## config.mk

```make
export PLATFORM = sky130hd
export DESIGN_NAME = ssd_out_queue
export DESIGN_NICKNAME = d
export VERILOG_FILES = /design/src/hdl/ssd_pkg.sv /design/src/hdl/ssd_out_queue.sv
export SDC_FILE = /design/constraint.sdc
export NUM_CORES = 1
export LEC_CHECK = 0
export BUFFER_PORTS_ARGS = -buffer_cell sky130_fd_sc_hd__buf_2
export CORE_UTILIZATION = 47
export DETAILED_ROUTE_END_ITERATION = 6
export PLACE_DENSITY = 0.67
export SLEW_MARGIN = 15
export SYNTH_ARGS = -nofsm -noshare
export SYNTH_HDL_FRONTEND = slang
export SYNTH_SLANG_ARGS = --single-unit
```

## constraint.sdc

```tcl
create_clock -name clk -period 14.5 [get_ports clk]
set_clock_uncertainty 0.1 [all_clocks]
set_input_delay 2.175 -clock clk [delete_from_list [all_inputs] [get_ports clk]]
set_output_delay 2.175 -clock clk [all_outputs]
set_load 0.05 [all_outputs]
```

## src/hdl/ssd_pkg.sv

```systemverilog
`timescale 1ns / 1ps
// Shared types and constants for the Sobel stereo descriptor block.
package ssd_pkg;

    localparam int MAX_WIDTH    = 1024;
    localparam int MAX_HEIGHT   = 2048;
    localparam int COL_W        = $clog2(MAX_WIDTH);
    localparam int ROW_W        = $clog2(MAX_HEIGHT);
    localparam int WIDTH_REG_W  = 11;
    localparam int HEIGHT_REG_W = 12;
    localparam int CFG_DATA_W   = 12;
    localparam int BORDER       = 3;
    localparam int GRAD_ROWS    = 8;
    localparam int GRAD_SLOT_W  = $clog2(GRAD_ROWS);
    localparam int SAT_OFFSET   = 128;
    localparam int QUEUE_DEPTH  = 4;
    localparam int QUEUE_AW     = $clog2(QUEUE_DEPTH);
    localparam int QUEUE_CW     = $clog2(QUEUE_DEPTH + 1);

    localparam logic [WIDTH_REG_W-1:0]  WIDTH_RESET  = 11'd640;
    localparam logic [HEIGHT_REG_W-1:0] HEIGHT_RESET = 12'd480;

    typedef enum logic [0:0] {
        REG_IMAGE_WIDTH  = 1'b0,
        REG_IMAGE_HEIGHT = 1'b1
    } ssd_reg_t;

    typedef struct packed {
        logic [7:0] pixel;
        logic       frame_start;
    } ssd_in_t;

    typedef struct packed {
        logic [63:0]      descriptor_low;
        logic [63:0]      descriptor_high;
        logic [ROW_W-1:0] center_row;
        logic [COL_W-1:0] center_col;
        logic             frame_end;
    } ssd_out_t;

    typedef struct packed {
        logic             valid;
        logic [ROW_W-1:0] row;
        logic [COL_W-1:0] col;
        logic [7:0]       pixel;
        logic             emit;
        logic             nonzero;
        logic             frame_end;
    } ssd_req_t;

    typedef struct packed {
        logic [7:0] dx;
        logic [7:0] dy;
    } ssd_grad_t;

endpackage

```

## src/hdl/ssd_out_queue.sv

```systemverilog
`timescale 1ns / 1ps
// Result queue between the compute stage and the output channel.
module ssd_out_queue
    import ssd_pkg::*;
(
    input  logic                clk,
    input  logic                rst_n,
    input  logic                push,
    input  ssd_out_t            push_item,
    input  logic                desc_stall,
    output logic                desc_valid,
    output ssd_out_t            desc,
    output logic [QUEUE_CW-1:0] count
);

    ssd_out_t            q_reg [QUEUE_DEPTH];
    logic [QUEUE_AW-1:0] wr_ptr_reg;
    logic [QUEUE_AW-1:0] wr_ptr_next;
    logic [QUEUE_AW-1:0] rd_ptr_reg;
    logic [QUEUE_AW-1:0] rd_ptr_next;
    logic [QUEUE_CW-1:0] count_reg;
    logic [QUEUE_CW-1:0] count_next;
    logic                pop;

    assign desc_valid = (count_reg != '0);
    assign desc       = q_reg[rd_ptr_reg];
    assign count      = count_reg;
    assign pop        = desc_valid && !desc_stall;

    always_comb
    begin
        wr_ptr_next = push ? wr_ptr_reg + QUEUE_AW'(1) : wr_ptr_reg;
        rd_ptr_next = pop ? rd_ptr_reg + QUEUE_AW'(1) : rd_ptr_reg;
        count_next  = count_reg + QUEUE_CW'(push) - QUEUE_CW'(pop);
    end

    always_ff @(posedge clk or negedge rst_n)
    begin
        if (!rst_n)
        begin
            wr_ptr_reg <= '0;
            rd_ptr_reg <= '0;
            count_reg  <= '0;
        end
        else
        begin
            wr_ptr_reg <= wr_ptr_next;
            rd_ptr_reg <= rd_ptr_next;
            count_reg  <= count_next;
        end
    end

    always_ff @(posedge clk)
    begin
        if (push)
        begin
            q_reg[wr_ptr_reg] <= push_item;
        end
    end

endmodule

```

==> flow_summary.html, run 1 <==
<table>
<tr><th>Metric</th><th>Value</th></tr>
<tr><th colspan="2">Power</th></tr>
<tr><td>Power density cells</td><td>240 mW/mm^2</td></tr>
<tr><td>Static leakage</td><td>a little under 0.009 uW</td></tr>
<tr><td>Combinational share of power</td><td>37.1%</td></tr>
<tr><td>Sw power</td><td>about 2400 uW</td></tr>
<tr><td>Max IR drop VDD</td><td>0.185 mV</td></tr>
<tr><td>Clock power frac</td><td>24.7%</td></tr>
<tr><td>Switching part of the total</td><td>approximately 38%</td></tr>
<tr><td>Internal Power</td><td>3900 uW</td></tr>
<tr><td>Sequential cell fraction of total power</td><td>38.2%</td></tr>
<tr><th colspan="2">Clock network</th></tr>
<tr><td>Postcts setup bufs</td><td>0</td></tr>
<tr><td>Hold-fix buffers at CTS</td><td>0</td></tr>
<tr><td>Clock tree root driver cell</td><td>sky130_fd_sc_hd__clkbuf_16</td></tr>
<tr><td>Clock sinks</td><td>607</td></tr>
<tr><td>Clock buffers created by TritonCTS</td><td>58</td></tr>
<tr><td>Maximum buffer depth of the clock tree</td><td>3</td></tr>
<tr><td>Latest clock arrival within the worst-skew pair</td><td>roughly 0.60 ns</td></tr>
<tr><td>Clock-pin slew reported for the worst setup and hold paths after clock tree synthesis</td><td>0.06 ns</td></tr>
<tr><td>Quantity of gates resized following cts</td><td>0</td></tr>
<tr><td>TritonCTS clock tree</td><td>yes</td></tr>
<tr><td>Total number of H-tree levels</td><td>2</td></tr>
<tr><th colspan="2">Timing</th></tr>
<tr><td>RSZ-0062 raised after global routing</td><td>false</td></tr>
<tr><td>Setup TNS</td><td>0 ns</td></tr>
<tr><td>Period utilization</td><td>43.0%</td></tr>
<tr><td>Min Hold Slack</td><td>0.449 ns</td></tr>
<tr><td>Number of endpoints with negative hold slack in the final report</td><td>0</td></tr>
<tr><td>Post-layout minimum cycle time</td><td>6.24 ns</td></tr>
<tr><td>Max Slew Vio Count</td><td>0</td></tr>
<tr><td>Setup Viol. Count Final</td><td>0</td></tr>
<tr><td>Slew Limit Headroom</td><td>33.8%</td></tr>
<tr><td>Slew at the pin closest to its max-slew limit</td><td>approximately 0.99 ns</td></tr>
<tr><td>Achievable frequency</td><td>160 MHz</td></tr>
<tr><th colspan="2">Min path</th></tr>
<tr><td>Hold wc startpoint</td><td>wr_ptr_reg[0]$_DFFE_PN0P_</td></tr>
<tr><td>Hold Crit Class</td><td>register to register</td></tr>
<tr><th colspan="2">Placed design</th></tr>
<tr><td>I/O Buffers</td><td>~310</td></tr>
<tr><td>Weighted congestion reported at the end of routability-driven placement</td><td>0.763</td></tr>
<tr><td>Placed wire-length estimate</td><td>24000 um</td></tr>
<tr><th colspan="2">Die</th></tr>
<tr><td>Rows</td><td>78</td></tr>
<tr><td>Initial Utilization</td><td>48.1%</td></tr>
<tr><td>Die Wd</td><td>218 um</td></tr>
<tr><td>Die ar.</td><td>around 0.048 mm^2</td></tr>
<tr><td>Core area</td><td>roughly 0.046 mm^2</td></tr>
<tr><td>Die Height</td><td>218 um</td></tr>
<tr><td>Ports placed on the boundary</td><td>308</td></tr>
<tr><th colspan="2">Synthesis</th></tr>
<tr><td>Average size of a mapped cell</td><td>26.9 um^2</td></tr>
<tr><td>Count of state elements after synthesis</td><td>607</td></tr>
<tr><td>Total number of yosys warnings</td><td>0</td></tr>
<tr><td>Unique cell type count in the Yosys netlist</td><td>17</td></tr>
<tr><td>Post-synth net total</td><td>980</td></tr>
<tr><td>Seq/Total Area, Yosys</td><td>between 80% and 90%</td></tr>
<tr><td>Synth top area cells</td><td>sky130_fd_sc_hd__edfxtp_1, sky130_fd_sc_hd__mux4_2, sky130_fd_sc_hd__dfrtp_1</td></tr>
<tr><td>Netlist area before placement</td><td>0.0220 mm^2</td></tr>
<tr><td>Synth Instances</td><td>819</td></tr>
<tr><td>Cell type with the highest aggregate area in the netlist</td><td>sky130_fd_sc_hd__edfxtp_1</td></tr>
<tr><td>Share of the synthesized area in the top cell type</td><td>81.9%</td></tr>
<tr><th colspan="2">Detailed routing</th></tr>
<tr><td>Vias after detailed routing</td><td>just under 10000</td></tr>
<tr><td>DRT Wirelength</td><td>41000 um</td></tr>
<tr><td>Antenna viol nets, final</td><td>0</td></tr>
<tr><td>Number of iterations in the first detailed-routing pass</td><td>5</td></tr>
<tr><td>Average wire length per cell after detail routing</td><td>22.5 um</td></tr>
<tr><td>Post-detailed-route DRC marker count</td><td>0</td></tr>
<tr><td>Drt initial violations</td><td>637</td></tr>
<tr><td>Number of vias per cell</td><td>roughly 5.4</td></tr>
<tr><th colspan="2">Worst setup path</th></tr>
<tr><td>Required time of the worst setup path</td><td>12.23 ns</td></tr>
<tr><td>Type of the worst setup path</td><td>register to output port</td></tr>
<tr><td>Crit. End Element</td><td>output port</td></tr>
<tr><td>Critical Path Start</td><td>rd_ptr_reg[0]$_DFFE_PN0P_</td></tr>
<tr><td>Signal arrival time at the worst endpoint</td><td>approximately 4.0 ns</td></tr>
<tr><td>Max Fanout on Critical Path</td><td>47</td></tr>
<tr><td>Element type at the critical path start</td><td>register</td></tr>
<tr><td>Launching point of the worst reg2reg path</td><td>wr_ptr_reg[0]$_DFFE_PN0P_</td></tr>
<tr><th colspan="2">Final layout</th></tr>
<tr><td>Area growth from synthesis to layout</td><td>19.0%</td></tr>
<tr><td>Number of flip-flops in the largest register</td><td>600</td></tr>
<tr><td>Net total in the final layout</td><td>between 1000 and 1500</td></tr>
<tr><td>Layout filler cell count</td><td>3361</td></tr>
<tr><td>Share of layout cells above drive strength 1</td><td>46.6%</td></tr>
<tr><td>Combined flip-flop and latch cell area</td><td>0.0182 mm^2</td></tr>
<tr><td>Multi-input combinational cell area</td><td>0.00358 mm^2</td></tr>
<tr><th colspan="2">Global routing</th></tr>
<tr><td>Residual overflow from global routing</td><td>0</td></tr>
<tr><td>Number of global-route vias before repair</td><td>10300</td></tr>
<tr><td>Largest net degree at the start of global routing</td><td>65</td></tr>
<tr><td>First-pass GRT wire length</td><td>just over 60000 um</td></tr>
<tr><td>Antenna violations before repair</td><td>11</td></tr>
<tr><td>Total routing usage reported by global routing</td><td>17.3%</td></tr>
<tr><th colspan="2">Run status</th></tr>
<tr><td>Status</td><td>complete, no violations</td></tr>
<tr><th colspan="2">Run</th></tr>
<tr><td>Total of max-cap violations</td><td>0</td></tr>
</table>
-- cells in the final DEF, fill, tap and decap left out --
cell type / instances
sky130_fd_sc_hd__inv_1: 7
sky130_fd_sc_hd__nor3b_1: 1
sky130_fd_sc_hd__bufinv_16: 9
sky130_fd_sc_hd__nor2_1: 1
sky130_fd_sc_hd__edfxtp_1: 600
sky130_fd_sc_hd__and2_4: 4
sky130_fd_sc_hd__dfrtp_1: 5
sky130_fd_sc_hd__clkinv_1: 9
sky130_fd_sc_hd__clkbuf_16: 61
sky130_fd_sc_hd__xor2_1: 3
sky130_fd_sc_hd__nor3_1: 1
sky130_fd_sc_hd__clkinv_4: 1
sky130_fd_sc_hd__mux4_2: 150
sky130_fd_sc_hd__buf_2: 307
sky130_fd_sc_hd__clkbuf_8: 3
sky130_fd_sc_hd__fa_1: 1
sky130_fd_sc_hd__xnor2_1: 2
sky130_fd_sc_hd__o21ai_0: 1
sky130_fd_sc_hd__buf_4: 13
sky130_fd_sc_hd__clkinvlp_4: 1
sky130_fd_sc_hd__clkinv_2: 14
sky130_fd_sc_hd__nand2_1: 1
sky130_fd_sc_hd__diode_2: 5
sky130_fd_sc_hd__clkbuf_1: 10
sky130_fd_sc_hd__ha_1: 6
sky130_fd_sc_hd__dfrtp_4: 2
-- cells in the mapped netlist (all sizes together) --
cell and count:
and2 4, buf 28, clkbuf 6, dfrtp 7, edfxtp 600, fa 1, ha 6, inv 7
mux4 150, nand2 1, nor2 1, nor3 1, nor3b 1, o21ai 1, xnor2 2, xor2 3
-- per-layer routing --
layer / up-vias / GRT usage (%) / share of wire [%]
li1: 4254 / - / -
met1: 5104 / 22.8 / 41
met3: 76 / 5.15 / 7.3
met2: 280 / 27.8 / 49
met4: 16 / 5.41 / 2.0
met5: - / 0 / 0.25
-- final cells by class --
type | instances | area share (%)
Antenna cell | 5 | 0.0478
Clock buffer | 74 | 6.13
Clock inverter | 34 | 1.49
Inverter | 7 | 0.100
Multi-Input combinational cell | 171 | 13.7
Sequential cell | 607 | 69.5
Tap cell | 600 | 2.87
Timing Repair Buffer | 320 | 6.24
-- power by group through the flow --
stage	clock network (uW)	registers (uW)	logic (uW)
finish	1550	2400	2330
detailed placement	0	2440	2380
floorplan	0	2440	1880
global route	1650	2430	2440
global placement	0	2430	2370
CTS	1590	2410	2380
-- through the flow --
step	worst slack [ns]	std cells	area, um^2	util [%]	power (uW)
after floorplan	8.27	819	22000	-	4320
after global routing	7.84	1816	26200	57.2	6530
after detailed placement	8.70	1705	24200	52.8	4820
final	8.26	1818	26200	57.2	6290
after global placement	8.71	1705	24200	52.8	4800
after CTS	8.04	1813	26200	57.2	6380
-- worst max-delay path: stages, from the launching register on --
cell and delay [ns]:
sky130_fd_sc_hd__dfrtp_4 0.76, sky130_fd_sc_hd__buf_4 0.79, sky130_fd_sc_hd__buf_4 0.85, sky130_fd_sc_hd__mux4_2 0.62, sky130_fd_sc_hd__buf_2 0.23
-- cells by family (layout without fill, tap and decap cells) --
group	after synthesis	count (layout)	share of synthesized area [%]
DFF	607	607	82.7
muxes	150	150	15.3
buffers and inverters	41	435	1.14
and+or+nand+nor	8	8	0.205
adders and majority gates	7	7	0.432
xor gates and xnor gates	5	5	0.199
AOI/OAI and AO/OA	1	1	0.0227
other	0	5	0
-- path summary, 6_finish.rpt --
kind / end / slack (ns) / depth (start not counted)
min reg2reg: wr_ptr_reg[0]$_DFFE_PN0P_ / 0.45 / 1
max in group asynchronous: rd_ptr_reg[0]$_DFFE_PN0P_ / 12.81 / 1
min: wr_ptr_reg[0]$_DFFE_PN0P_ / 0.45 / 1
min in group asynchronous: count[0]$_DFF_PN0_ / 1.30 / 1
max: desc[71] / 8.26 / 4
max reg2reg: q_reg[0][72]$_DFFE_PP_ / 11.89 / 4
Note: power is estimated with default switching activity, not from simulation.
==> run 2, diff against run 1 <==
Clock period 14.5 ns to 6.1 ns, I/O delays scaled along.
==> flow_summary.html, run 2 (synthesized netlist as in run 1, its figures left out) <==
<table>
<tr><th>Metric</th><th>Value</th></tr>
<tr><th colspan="2">Clock network</th></tr>
<tr><td>Quantity of gates resized following cts</td><td>0</td></tr>
<tr><td>Postcts setup bufs</td><td>0</td></tr>
<tr><td>Clock tree root driver cell</td><td>sky130_fd_sc_hd__clkbuf_16</td></tr>
<tr><td>Latest clock arrival within the worst-skew pair</td><td>0.58 ns</td></tr>
<tr><td>TritonCTS clock tree</td><td>yes</td></tr>
<tr><td>Clock sinks</td><td>between 600 and 700</td></tr>
<tr><td>Maximum buffer depth of the clock tree</td><td>3</td></tr>
<tr><td>Clock-pin slew reported for the worst setup and hold paths after clock tree synthesis</td><td>0.06 ns</td></tr>
<tr><td>Hold-fix buffers at CTS</td><td>0</td></tr>
<tr><td>Clock buffers created by TritonCTS</td><td>57</td></tr>
<tr><td>Total number of H-tree levels</td><td>2</td></tr>
<tr><th colspan="2">Global routing</th></tr>
<tr><td>Met3 routing resource usage after global routing</td><td>5.61%</td></tr>
<tr><td>GR Layer Usage met1</td><td>23.4%</td></tr>
<tr><td>Residual overflow from global routing</td><td>0</td></tr>
<tr><td>Antenna violations before repair</td><td>10</td></tr>
<tr><td>Fraction of met2 tracks used by global routing</td><td>between 20% and 30%</td></tr>
<tr><td>Largest net degree at the start of global routing</td><td>151</td></tr>
<tr><td>Total routing usage reported by global routing</td><td>17.3%</td></tr>
<tr><td>GRT Max-Usage Layer</td><td>met2</td></tr>
<tr><td>First-pass GRT wire length</td><td>61100 um</td></tr>
<tr><td>Number of global-route vias before repair</td><td>10100</td></tr>
<tr><th colspan="2">Final layout</th></tr>
<tr><td>Area growth from synthesis to layout</td><td>18.7%</td></tr>
<tr><td>Utilization after layout</td><td>57.1%</td></tr>
<tr><td>Net total in the final layout</td><td>1323</td></tr>
<tr><td>Most common cell after layout, fill and taps aside</td><td>sky130_fd_sc_hd__edfxtp_1</td></tr>
<tr><td>Highest-count cells in the layout ignoring fill and taps</td><td>sky130_fd_sc_hd__edfxtp_1, sky130_fd_sc_hd__buf_2, sky130_fd_sc_hd__mux4_2, sky130_fd_sc_hd__clkbuf_16</td></tr>
<tr><td>Multi-input combinational cell area</td><td>between 0.003 and 0.004 mm^2</td></tr>
<tr><td>Post-route design area</td><td>0.0261 mm^2</td></tr>
<tr><td>Number of flip-flops in the largest register</td><td>600</td></tr>
<tr><td>Combined flip-flop and latch cell area</td><td>0.0182 mm^2</td></tr>
<tr><td>Layout filler cell count</td><td>3303</td></tr>
<tr><td>Share of layout cells above drive strength 1</td><td>46.2%</td></tr>
<tr><th colspan="2">Worst setup path</th></tr>
<tr><td>Crit. End Element</td><td>output port</td></tr>
<tr><td>Worst reg-to-reg setup slack</td><td>3.53 ns</td></tr>
<tr><td>Peak per-stage delay on the critical path</td><td>1.01 ns</td></tr>
<tr><td>Type of the worst setup path</td><td>register to output port</td></tr>
<tr><td>Launching point of the worst reg2reg path</td><td>wr_ptr_reg[0]$_DFFE_PN0P_</td></tr>
<tr><td>Max Fanout on Critical Path</td><td>43</td></tr>
<tr><td>Endpoint of the worst-slack reg-to-reg timing path</td><td>q_reg[2][99]$_DFFE_PP_</td></tr>
<tr><td>Signal arrival time at the worst endpoint</td><td>between 3 and 4 ns</td></tr>
<tr><td>Largest delay share family, worst path</td><td>flip-flops</td></tr>
<tr><td>Element type at the critical path start</td><td>register</td></tr>
<tr><td>Register-to-Register Path Depth</td><td>4</td></tr>
<tr><td>Crit-path cells</td><td>buf_4, mux4_2, buf_2</td></tr>
<tr><td>Cell at the slowest stage of the critical path</td><td>sky130_fd_sc_hd__dfrtp_4</td></tr>
<tr><td>Worst Path Buf+Inv</td><td>2</td></tr>
<tr><td>Required time of the worst setup path</td><td>5.08 ns</td></tr>
<tr><th colspan="2">Die</th></tr>
<tr><td>Initial Utilization</td><td>just under 50%</td></tr>
<tr><td>Core area</td><td>0.0458 mm^2</td></tr>
<tr><td>Die ar.</td><td>0.0477 mm^2</td></tr>
<tr><td>Rows</td><td>78</td></tr>
<tr><td>Die Wd</td><td>between 200 and 250 um</td></tr>
<tr><td>Ports placed on the boundary</td><td>308</td></tr>
<tr><td>Die Height</td><td>~220 um</td></tr>
<tr><th colspan="2">Power</th></tr>
<tr><td>Clock power frac</td><td>23.5%</td></tr>
<tr><td>Static leakage</td><td>0.00887 uW</td></tr>
<tr><td>Switching part of the total</td><td>a little under two fifths</td></tr>
<tr><td>Internal Power</td><td>just over 9000 uW</td></tr>
<tr><td>Max IR drop VDD</td><td>between 0.4 and 0.5 mV</td></tr>
<tr><td>Power density cells</td><td>565 mW/mm^2</td></tr>
<tr><td>Combinational share of power</td><td>a little under two fifths</td></tr>
<tr><td>Sw power</td><td>5640 uW</td></tr>
<tr><td>Sequential cell fraction of total power</td><td>39.2%</td></tr>
<tr><th colspan="2">Timing</th></tr>
<tr><td>Max Slew Vio Count</td><td>0</td></tr>
<tr><td>Period utilization</td><td>67.2%</td></tr>
<tr><td>Setup TNS</td><td>0 ns</td></tr>
<tr><td>Slew Limit Headroom</td><td>31.4%</td></tr>
<tr><td>Setup Viol. Count Final</td><td>0</td></tr>
<tr><td>Slew at the pin closest to its max-slew limit</td><td>1.03 ns</td></tr>
<tr><td>Number of endpoints with negative hold slack in the final report</td><td>0</td></tr>
<tr><td>Achievable frequency</td><td>approximately 240 MHz</td></tr>
<tr><td>Post-layout minimum cycle time</td><td>4.10 ns</td></tr>
<tr><td>Min Hold Slack</td><td>0.0600 ns</td></tr>
<tr><td>RSZ-0062 raised after global routing</td><td>false</td></tr>
<tr><th colspan="2">Run status</th></tr>
<tr><td>Status</td><td>complete, no violations</td></tr>
<tr><th colspan="2">Placed design</th></tr>
<tr><td>Placed wire-length estimate</td><td>23900 um</td></tr>
<tr><td>I/O Buffers</td><td>307</td></tr>
<tr><td>Area post-placement</td><td>0.0242 mm^2</td></tr>
<tr><td>Weighted congestion reported at the end of routability-driven placement</td><td>0.735</td></tr>
<tr><th colspan="2">Detailed routing</th></tr>
<tr><td>Average wire length per cell after detail routing</td><td>22.6 um</td></tr>
<tr><td>Number of vias per cell</td><td>5.38</td></tr>
<tr><td>DRT Wirelength</td><td>between 40000 and 50000 um</td></tr>
<tr><td>Number of iterations in the first detailed-routing pass</td><td>5</td></tr>
<tr><td>Drt initial violations</td><td>590</td></tr>
<tr><td>Post-detailed-route DRC marker count</td><td>0</td></tr>
<tr><td>Vias after detailed routing</td><td>9755</td></tr>
<tr><td>Antenna viol nets, final</td><td>0</td></tr>
<tr><th colspan="2">Min path</th></tr>
<tr><td>Hold Crit Class</td><td>primary input to asynchronous set/reset pin</td></tr>
<tr><th colspan="2">Run</th></tr>
<tr><td>Total of max-cap violations</td><td>0</td></tr>
</table>
-- run 2: worst max-delay path by stage --
| stage | from | end | slack (ns) | cells after the start |
|---|---|---|---|---|
| 2_1_floorplan | push | q_reg[0][0]$_DFFE_PP_ | 1.13 | 1 |
| 3_3_place_gp | rd_ptr_reg[0]$_DFFE_PN0P_ | desc[85] | 2.52 | 3 |
| 3_5_place_dp | rd_ptr_reg[0]$_DFFE_PN0P_ | desc[82] | 2.51 | 3 |
| 4_1_cts | rd_ptr_reg[0]$_DFFE_PN0P_ | desc[82] | 1.85 | 3 |
| 5_1_grt | rd_ptr_reg[0]$_DFFE_PN0P_ | desc[101] | 1.72 | 3 |
| 6_report | rd_ptr_reg[0]$_DFFE_PN0P_ | desc[82] | 2.00 | 3 |
-- run 2: worst register-to-register path, delay by kind of cell, from the launching register on --
family | cells | cell delay (ns)
adder cells (fa/ha/maj) | 1 | 0.14
buffers and inverters | 2 | 0.62
flip-flops | 1 | 0.42
AND/OR/NAND/NOR | 1 | 0.71
-- run 2: area by class of cell --
class | instances | share of cell area (%)
Clock buffer | 74 | 5.94
Sequential cell | 607 | 69.7
Inverter | 7 | 0.101
Clock inverter | 31 | 1.18
Timing Repair Buffer | 318 | 6.49
Multi-Input combinational cell | 171 | 13.7
Tap cell | 600 | 2.87
Antenna cell | 4 | 0.0383
-- run 2: per-layer routing --
layer | part of all wire [%] | wire (um)
met1 | 41 | 16600
met2 | 50 | 20300
met3 | 8.1 | 3320
met4 | 1.5 | 629
met5 | 0.21 | 85
-- run 2: power groups by stage --
stage,clock [uW],combinational (uW),sequential (uW)
after floorplan,0,4470,5790
after global placement,0,5590,5840
after detailed placement,0,5600,5880
after CTS,3560,5610,5800
after global routing,3710,5770,5860
final,3470,5500,5780
-- run 2: metrics by stage --
step                total power (uW)  setup slack (ns)  std cells
global route                   15300              1.72       1809
detailed placement             11500              2.51       1703
floorplan                      10300              1.13        819
finish                         14700              2.00       1812
CTS                            15000              1.85       1808
global placement               11400              2.52       1703
